$ cat src/sv/gldp_pkg.sv
// Shared types, sizes and helpers for the grid longest descent path block.
package gldp_pkg;

  localparam int MAX_ROWS    = 64;
  localparam int MAX_COLS    = 64;
  localparam int HEIGHT_BITS = 16;

  localparam int IN_W     = 16;
  localparam int HW       = (HEIGHT_BITS < IN_W) ? HEIGHT_BITS : IN_W;
  localparam int DIM_W    = 7;
  localparam int LEN_W    = 13;
  localparam int IDX_W    = 4;
  localparam int ROW_W    = (MAX_ROWS > 1) ? $clog2(MAX_ROWS) : 1;
  localparam int COL_W    = (MAX_COLS > 1) ? $clog2(MAX_COLS) : 1;
  localparam int CELL_CAP = MAX_ROWS * MAX_COLS;
  localparam int ADDR_W   = (CELL_CAP > 1) ? $clog2(CELL_CAP) : 1;
  localparam int CNT_W    = ADDR_W + 1;
  localparam int CMP_W    = 10;

  localparam int ROWS_LIM_I = (MAX_ROWS > 127) ? 127 : MAX_ROWS;
  localparam int COLS_LIM_I = (MAX_COLS > 127) ? 127 : MAX_COLS;
  localparam logic [DIM_W-1:0] ROWS_LIM = DIM_W'(ROWS_LIM_I);
  localparam logic [DIM_W-1:0] COLS_LIM = DIM_W'(COLS_LIM_I);
  localparam logic [LEN_W-1:0] LEN_MAX  = {LEN_W{1'b1}};

  localparam logic [IDX_W-1:0] REG_GRID_ROWS = IDX_W'(0);
  localparam logic [IDX_W-1:0] REG_GRID_COLS = IDX_W'(1);

  typedef logic [DIM_W-1:0]  dim_t;
  typedef logic [CMP_W-1:0]  cmp_t;
  typedef logic [CNT_W-1:0]  cnt_t;
  typedef logic [ADDR_W-1:0] addr_t;
  typedef logic [ROW_W-1:0]  row_t;
  typedef logic [COL_W-1:0]  col_t;
  typedef logic [HW-1:0]     hgt_t;
  typedef logic [LEN_W-1:0]  len_t;

  typedef enum logic [1:0] {
    DIR_EAST  = 2'd0,
    DIR_SOUTH = 2'd1,
    DIR_NORTH = 2'd2,
    DIR_WEST  = 2'd3
  } dir_t;

  typedef struct packed {
    logic ok;
    row_t r;
    col_t c;
  } nbr_t;

  typedef struct packed {
    row_t r;
    col_t c;
    hgt_t h;
  } stk_t;

  function automatic dim_t clamp_dim(input dim_t v, input dim_t hi);
    dim_t res;
    res = v;
    if (v == '0) begin
      res = dim_t'(1);
    end else if (v > hi) begin
      res = hi;
    end
    return res;
  endfunction

endpackage

$ cat src/sv/gldp_nbr.sv
// Neighbour locator: position and presence of one four-neighbour of a cell.
module gldp_nbr (
  input  gldp_pkg::row_t cur_r,
  input  gldp_pkg::col_t cur_c,
  input  gldp_pkg::dir_t dir,
  input  gldp_pkg::dim_t rows,
  input  gldp_pkg::dim_t cols,
  output gldp_pkg::nbr_t nbr
);

  always_comb begin
    nbr = '0;
    unique case (dir)
      gldp_pkg::DIR_EAST: begin
        nbr.ok = (gldp_pkg::cmp_t'(cur_c) + gldp_pkg::cmp_t'(1)) < gldp_pkg::cmp_t'(cols);
        nbr.r  = cur_r;
        nbr.c  = gldp_pkg::col_t'(cur_c + gldp_pkg::col_t'(1));
      end
      gldp_pkg::DIR_SOUTH: begin
        nbr.ok = (gldp_pkg::cmp_t'(cur_r) + gldp_pkg::cmp_t'(1)) < gldp_pkg::cmp_t'(rows);
        nbr.r  = gldp_pkg::row_t'(cur_r + gldp_pkg::row_t'(1));
        nbr.c  = cur_c;
      end
      gldp_pkg::DIR_NORTH: begin
        nbr.ok = (cur_r != '0);
        nbr.r  = gldp_pkg::row_t'(cur_r - gldp_pkg::row_t'(1));
        nbr.c  = cur_c;
      end
      gldp_pkg::DIR_WEST: begin
        nbr.ok = (cur_c != '0);
        nbr.r  = cur_r;
        nbr.c  = gldp_pkg::col_t'(cur_c - gldp_pkg::col_t'(1));
      end
      default: begin
        nbr = '0;
      end
    endcase
  end

endmodule

$ cat config.mk
export PLATFORM = sky130hd
export DESIGN_NAME = gldp_nbr
export DESIGN_NICKNAME = d
export VERILOG_FILES = /design/src/sv/gldp_pkg.sv /design/src/sv/gldp_nbr.sv
export SDC_FILE = /design/constraint.sdc
export NUM_CORES = 1
export LEC_CHECK = 0
export ABC_AREA = 1
export BUFFER_PORTS_ARGS = -buffer_cell sky130_fd_sc_hd__buf_2
export CAP_MARGIN = 20
export CORE_MARGIN = 3
export CORE_UTILIZATION = 30
export DETAILED_ROUTE_END_ITERATION = 16
export GPL_TIMING_DRIVEN = 0
export PLACE_DENSITY_LB_ADDON = 0.15
export SYNTH_ARGS = -nofsm -noshare
export SYNTH_HDL_FRONTEND = slang
export SYNTH_SLANG_ARGS = --single-unit
$ cat constraint.sdc
create_clock -name vclk -period 1.2
set_input_delay 0 -clock vclk [all_inputs]
set_output_delay 0 -clock vclk [all_outputs]
set_load 0.02 [all_outputs]
==> results.txt, run 1 <==
Crit path DAT - 1370 ps
Avg Inst Size Synth - 5.66 µm²
Top-area cell type share of the netlist area - 0.203
Vias - 1,263
Power density cells - 418 nW/µm²
Io pins - 41
Unrepaired setup endpoints after global routing - yes
Gr usage total - 0.130
DRC - 0
Placed insts - 279
Register area - 0 µm²
Pin count of the biggest net entering global routing - 9
Total power - 0.714 mW
CTS hold repair buffers - 0
Worst Setup Path Type - in2out
Synth Net Count - 242
Leak - 0.977 nW
Slew Viols, Final - 0
Top cells by area, synth - ha_1 20%, nand2_1 18%, inv_1 13%
Detailed Route Iter0 Violations - 52
Synth top cells by count - 53 x nand2_1, 39 x inv_1, 20 x nand3_1
Setup slack after layout - -171 ps
Routability cong. - 0.822
Class of the worst hold path - in2out
Die footprint - 4460 µm²
Post-Route WL - 2.97 mm
Mapped Cells - 196
Number of hold violations in the final report - 0
# Max-Cap Violations - 0
# nets final - 289
Mapped Area - 1110 µm²
CP Capture Type - output pin
WL per Instance - 10.4 µm
First-pass DRT Iterations - 4
Final antenna diode count - 0
Post-DRT Antenna Nets - 0
Final Cell Area - 1710 µm²
Highest clock rate - 730 MHz
Post-DP Area - 1370 µm²
Final worst-path cycle share - 1.14
Outcome - finished with violations
Clock period minus worst slack - 1370 ps
CLK BUF - 0
Yosys cell types - 28
Share of cells above drive strength 1 - 0.394
Buffers added on ports - 37
Dominant cell type by area after synthesis - ha_1
Violated checks - negative setup slack
Area Growth Syn to Fin - 53.9%
Initial antenna violation count - 0
Cell Rows - 21
GRT Residual Overflow - 0
Initial core utilization - 0.322
YS warnings - 0
DP HPWL - 2.32 mm
Drt via density - 4.40
Die H - 66.8 µm
Non-Filler Instances - 287
Setup-violating endpoint count in the final report - 1
Vias in the first global route - 1,106
Worst relative slew slack - 0.810
Critical path launch point type - input port
Crit-path max FO - 4
Top-count cell post-synth - nand2_1
Sequential area share after synthesis - 0
Slew @ Worst Pin - 285 ps
Core area - 3440 µm²
Num sequential - 0
First-pass GRT wire length - 4.84 mm
Critical Path RT - 1200 ps
Worst vdd ir - 0.186 mV
Die W - 66.8 µm
==> power by group <==
group	total (mW)	internal, mW	switching [mW]
clock network	0	0	0
logic	0.714	0.317	0.397
registers	0	0	0
==> layout make-up <==
type	instances	area, µm²
buffer	4	58.8
fill	373	1730
inverter	44	178
multi-input combinational	148	1080
tap	46	57.6
timing repair buffer	45	337
==> worst paths after layout <==
kind  cells past startpoint      end  slack, ps     start
max                      12  nbr[12]       -170  cur_c[1]
min                       3   nbr[3]        320  cur_c[3]
==> routing by layer <==
metal  track usage  routed length [µm]
met3       0.00337                 117
met2         0.210                1360
met5             0                   0
met1         0.200                1500
met4             0                   0
==> logic make-up after synthesis <==
logic type      Yosys count  synth area share
compound gates           17            0.0891
xor+xnor                 13             0.103
fa+ha+maj                18             0.203
buf+inv                  48             0.174
simple gates            100             0.432
==> cell usage in the layout (no fill, tap or decap), drive strengths merged <==
| cell | count |
|---|---|
| clkinv | 1 |
| ha | 18 |
| nand3 | 21 |
| a21oi | 6 |
| nand2 | 60 |
| nand3b | 1 |
| inv | 43 |
| xor2 | 13 |
| or2 | 1 |
| nor2 | 9 |
| buf | 48 |
| a21boi | 1 |
| clkbuf | 1 |
| a22oi | 1 |
| nor3 | 2 |
| o21ai | 7 |
| nor3b | 1 |
| o21a | 1 |
| nand4 | 5 |
| a21o | 1 |
==> worst max-delay path: stages <==
cell and delay (ps):
buf_6 120, ha_4 160, nand3_1 80, nand2_1 50
nand2_1 60, inv_1 40, ha_1 280, a21oi_1 130
o21a_1 130, nand3_1 70, nand3b_1 130, buf_6 130
==> through the flow <==
step / worst slack (ps) / TNS (ps) / hold WS, ps / util
after CTS: -186 / -186 / 359 / 0.454
after global routing: -291 / -444 / 345 / 0.496
final: -171 / -171 / 319 / 0.496
after detailed placement: -318 / -551 / 354 / 0.399
after global placement: -320 / -569 / 349 / 0.399
after floorplan: -92.4 / -92.4 / 168 / -
==> repair_timing <==
action / in CTS / in global routing
cloned: 0 / 0
buffers inserted: 5 / 3
pin swaps: 20 / 20
endpoints found under the setup margin: 4 / 7
gates resized for setup: 39 / 29
Power figures use the tool's default switching activity.
==> run 2, diff against run 1 <==
clock period = 1.65 ns   (was 1.2 ns; I/O delays follow)
==> run 2 against run 1 <==
Net effect: the run now ends clean; setup slack better by 330 ps; clock-buffer cell count unchanged; largest power group unchanged; critical endpoint unchanged; non-clock buffer count down 8; utilization down 9.2 points; final cell count down 2.8%; flip-flop and latch count unchanged; combinational power down 43%; critical path type unchanged; global-route usage down 0.42 points; wire length down 11%.
==> results.txt, run 2 (synthesis results as in run 1) <==
Most frequent cells in the layout - 53 x nand2_1, 39 x inv_1, 37 x buf_2, 19 x nand3_1, 16 x ha_1
Leak - 0.888 nW
Worst vdd ir - 0.111 mV
First-pass DRT Iterations - 4
Class of the worst hold path - in2out
Die W - 66.8 µm
Initial core utilization - 0.322
Crit path DAT - 1490 ps
Clock period minus worst slack - 1490 ps
# nets final - 281
Worst relative slew slack - 0.788
Hold path start - cur_r[4]
CTS hold repair buffers - 0
Io pins - 41
Post_cts resized - 0
DRC - 0
Worst Setup Path Type - in2out
Slowest stage delay, CP - 310 ps
Power density cells - 295 nW/µm²
Area Growth Syn to Fin - 25.3%
Gr usage total - 0.126
Hold Path End - nbr[10]
Routability cong. - 0.786
CLK BUF - 0
Post-CTS Setup Inserts - 0
Die H - 66.8 µm
Buffers added on ports - 37
Number of hold violations in the final report - 0
First-pass GRT wire length - 4.71 mm
Commonest non-fill, non-tap cell in the layout - nand2_1
Critical path's slowest cell - ha_1
Most used cell along the critical path - ha_1
Share of cells above drive strength 1 - 0.275
Crit path cell chain - buf_2 -> inv_1 -> ha_1 -> ha_1 -> nand3_1 -> a21oi_1 -> nor2_1 -> o21ai_1 -> nand3b_1 -> buf_4
# Max-Cap Violations - 0
Buf+Inv Stages, Crit Path - 3
Vias - 1,253
Initial antenna violation count - 0
Post-DRT Antenna Nets - 0
Final Cell Area - 1390 µm²
Critical path launch point type - input port
Critical Path RT - 1650 ps
Drt via density - 4.49
Cell Rows - 21
Post-Route WL - 2.64 mm
WL per Instance - 9.45 µm
Crit-path max FO - 5
Critical path's top delay family - adder cells
DP HPWL - 2.34 mm
CP Capture Type - output pin
Core area - 3440 µm²
GRT Residual Overflow - 0
Vias in the first global route - 1,219
Die footprint - 4460 µm²
Pin count of the biggest net entering global routing - 9
Slew Viols, Final - 0
Final antenna diode count - 0
Num sequential - 0
Pre-CTS setup slack - 15.4 ps
Setup-violating endpoint count in the final report - 0
Register area - 0 µm²
Slew @ Worst Pin - 314 ps
WHS Path Cells - 4
Final worst-path cycle share - 0.901
Detailed Route Iter0 Violations - 56
Post-DP Area - 1350 µm²
Outcome - finished clean
Setup slack after layout - 163 ps
Highest clock rate - 672 MHz
run 2: cell types whose count changed in the layout (fill, tap and decap cells not counted), sizes merged:
cell	change
clkbuf	+1
buf	-9
run 2: power breakdown:
group          switching, mW  total [mW]  leakage (nW)  internal (mW)
clock                      0           0             0              0
sequential                 0           0             0              0
combinational          0.251       0.410         0.888          0.159
run 2: how the worst max path moves through the flow:
stage	from	depth (start not counted)	to	slack (ps)
after floorplan	cur_c[2]	10	nbr[12]	240
after global placement	cur_c[2]	11	nbr[12]	10
after detailed placement	cur_c[2]	11	nbr[12]	20
after CTS	cur_c[2]	11	nbr[12]	10
after global routing	cur_c[2]	11	nbr[12]	-20
final	cur_r[0]	10	nbr[12]	160
run 2: tightest hold or removal path, stage by stage:
cell     delay (ps)
buf_2           120
nand2_1          60
nand2_1          40
buf_2           150
run 2: layer usage:
| metal | part of all wire | global-route usage | vias to the layer above |
|---|---|---|---|
| met1 | 0.46 | 0.155 | 531 |
| met4 | 0 | 0.00508 | 0 |
| met3 | 0.052 | 0.00675 | 0 |
| met5 | 0 | 0 | - |
| li1 | - | - | 689 |
| met2 | 0.49 | 0.246 | 33 |
run 2: layout make-up:
| type | count | area [µm²] |
|---|---|---|
| buffer | 4 | 25.0 |
| fill | 405 | 2050 |
| inverter | 44 | 170 |
| multi-input combinational | 148 | 950 |
| tap | 46 | 57.6 |
| timing repair buffer | 37 | 188 |
run 2: per-stage QoR:
step	TNS, ps	total power [mW]	util	hold WS, ps	std cells
after floorplan	0	0.286	-	168	196
after global placement	0	0.406	0.393	363	279
after detailed placement	0	0.407	0.393	373	279
after CTS	0	0.409	0.393	371	279
after global routing	-23.5	0.475	0.404	396	279
final	0	0.410	0.404	365	279
==> run 3, diff against run 2 <==
CORE_UTILIZATION = 50   (was 30)
==> run 3 against run 2 <==
Net effect: utilization rose by 27 points; critical endpoint unchanged; critical path type unchanged; first-iteration DRC count fell by 45%; largest cell class unchanged; setup slack got worse by 19 ps; critical path depth did not move; worst hold slack got worse by 6.9 ps; die area fell by 37%; total power rose by 1.3%; flip-flop and latch count did not move.
==> results.txt, run 3 (synthesis results as in run 1) <==
Outcome - finished clean
Post-Route WL - 2.70 mm
Cell Rows - 16
Slowest stage delay, CP - 260 ps
Initial core utilization - 0.549
Critical Path RT - 1650 ps
Commonest non-fill, non-tap cell in the layout - nand2_1
First-pass DRT Iterations - 4
Number of hold violations in the final report - 0
First-pass GRT wire length - 4.89 mm
Fillers - 196
Pin count of the biggest net entering global routing - 9
# Max-Cap Violations - 0
CTS hold repair buffers - 0
M1 GR Usage - 0.238
CP Capture Type - output pin
Gr busiest metal - met2
Crit path DAT - 1510 ps
Slew @ Worst Pin - 285 ps
Worst Setup Path Type - in2out
GR Layer Usage met3 - 0.00282
M2 GR Usage - 0.467
Drt via density - 5.01
Slew Viols, Final - 0
Unrepaired setup endpoints after global routing - no
Post_cts resized - 0
Final antenna diode count - 0
Gr usage total - 0.217
Initial antenna violation count - 0
Area Growth Syn to Fin - 23.0%
DP HPWL - 2.33 mm
Total power - 0.416 mW
Routability cong. - 0.878
DRC - 0
Vias in the first global route - 1,276
Most used cell along the critical path - buf_2
Die H - 53.1 µm
Io pins - 41
Critical path's slowest cell - ha_1
Register area - 0 µm²
Highest clock rate - 664 MHz
Setup TNS - 0 ps
Final worst-path cycle share - 0.913
Post-DRT Antenna Nets - 0
Buffers added on ports - 37
Clock period minus worst slack - 1510 ps
Crit path cell chain - buf_2 -> ha_4 -> nand4_1 -> nor2_1 -> ha_1 -> a21oi_1 -> o21a_1 -> nand3_1 -> nand3b_1 -> buf_2
Worst relative slew slack - 0.808
Core area - 2020 µm²
Die W - 53.1 µm
Hold WS - 359 ps
Class of the worst hold path - in2out
GRT Residual Overflow - 0
Post-CTS Setup Inserts - 0
Crit-path max FO - 5
Leak - 0.889 nW
Core Util, Final - 0.675
Die footprint - 2820 µm²
# nets final - 281
Setup-violating endpoint count in the final report - 0
Setup slack after layout - 144 ps
Pre-CTS setup slack - 36.9 ps
CLK BUF - 0
Share of cells above drive strength 1 - 0.275
Detailed Route Iter0 Violations - 31
Num sequential - 0
Area occupied by multi-input gates - 953 µm²
Critical path launch point type - input port
Power density cells - 304 nW/µm²
Most frequent cells in the layout - 53 x nand2_1, 39 x buf_2, 38 x inv_1, 19 x nand3_1, 17 x ha_1
Worst vdd ir - 0.186 mV
Vias - 1,303
WL per Instance - 10.4 µm
run 3: report_power, final:
group / internal (mW) / switching (mW)
clock: 0 / 0
combinational: 0.158 / 0.257
sequential: 0 / 0
run 3: layer usage:
layer,part of all wire,wire length [µm],vias up
met4,0.0056,15,0
met2,0.54,1470,32
met5,0,0,-
met1,0.41,1100,576
li1,-,-,693
met3,0.044,120,2
run 3: area by class of cell:
cell class	instances	area share
Buffer	4	0.0165
Inverter	44	0.125
Multi-Input combinational cell	148	0.698
Tap cell	27	0.0247
Timing Repair Buffer	37	0.136
run 3: metrics by stage:
stage,instance area [µm²],instances
floorplan,1110,196
global placement,1330,260
detailed placement,1330,260
CTS,1330,260
global route,1370,260
finish,1370,260
run 3: final timing paths:
path,startpoint,depth (start not counted),slack (ps),endpoint
worst max-delay path,cur_c[0],10,140,nbr[12]
worst min-delay path,cur_r[4],4,360,nbr[10]
run 3: worst max-delay path, delay by kind of cell:
kind                     cells  cell delay, ps
AND/OR/NAND/NOR              4             450
buffers and inverters        2             330
AO/OA/AOI/OAI                2             320
adder cells (fa/ha/maj)      2             430
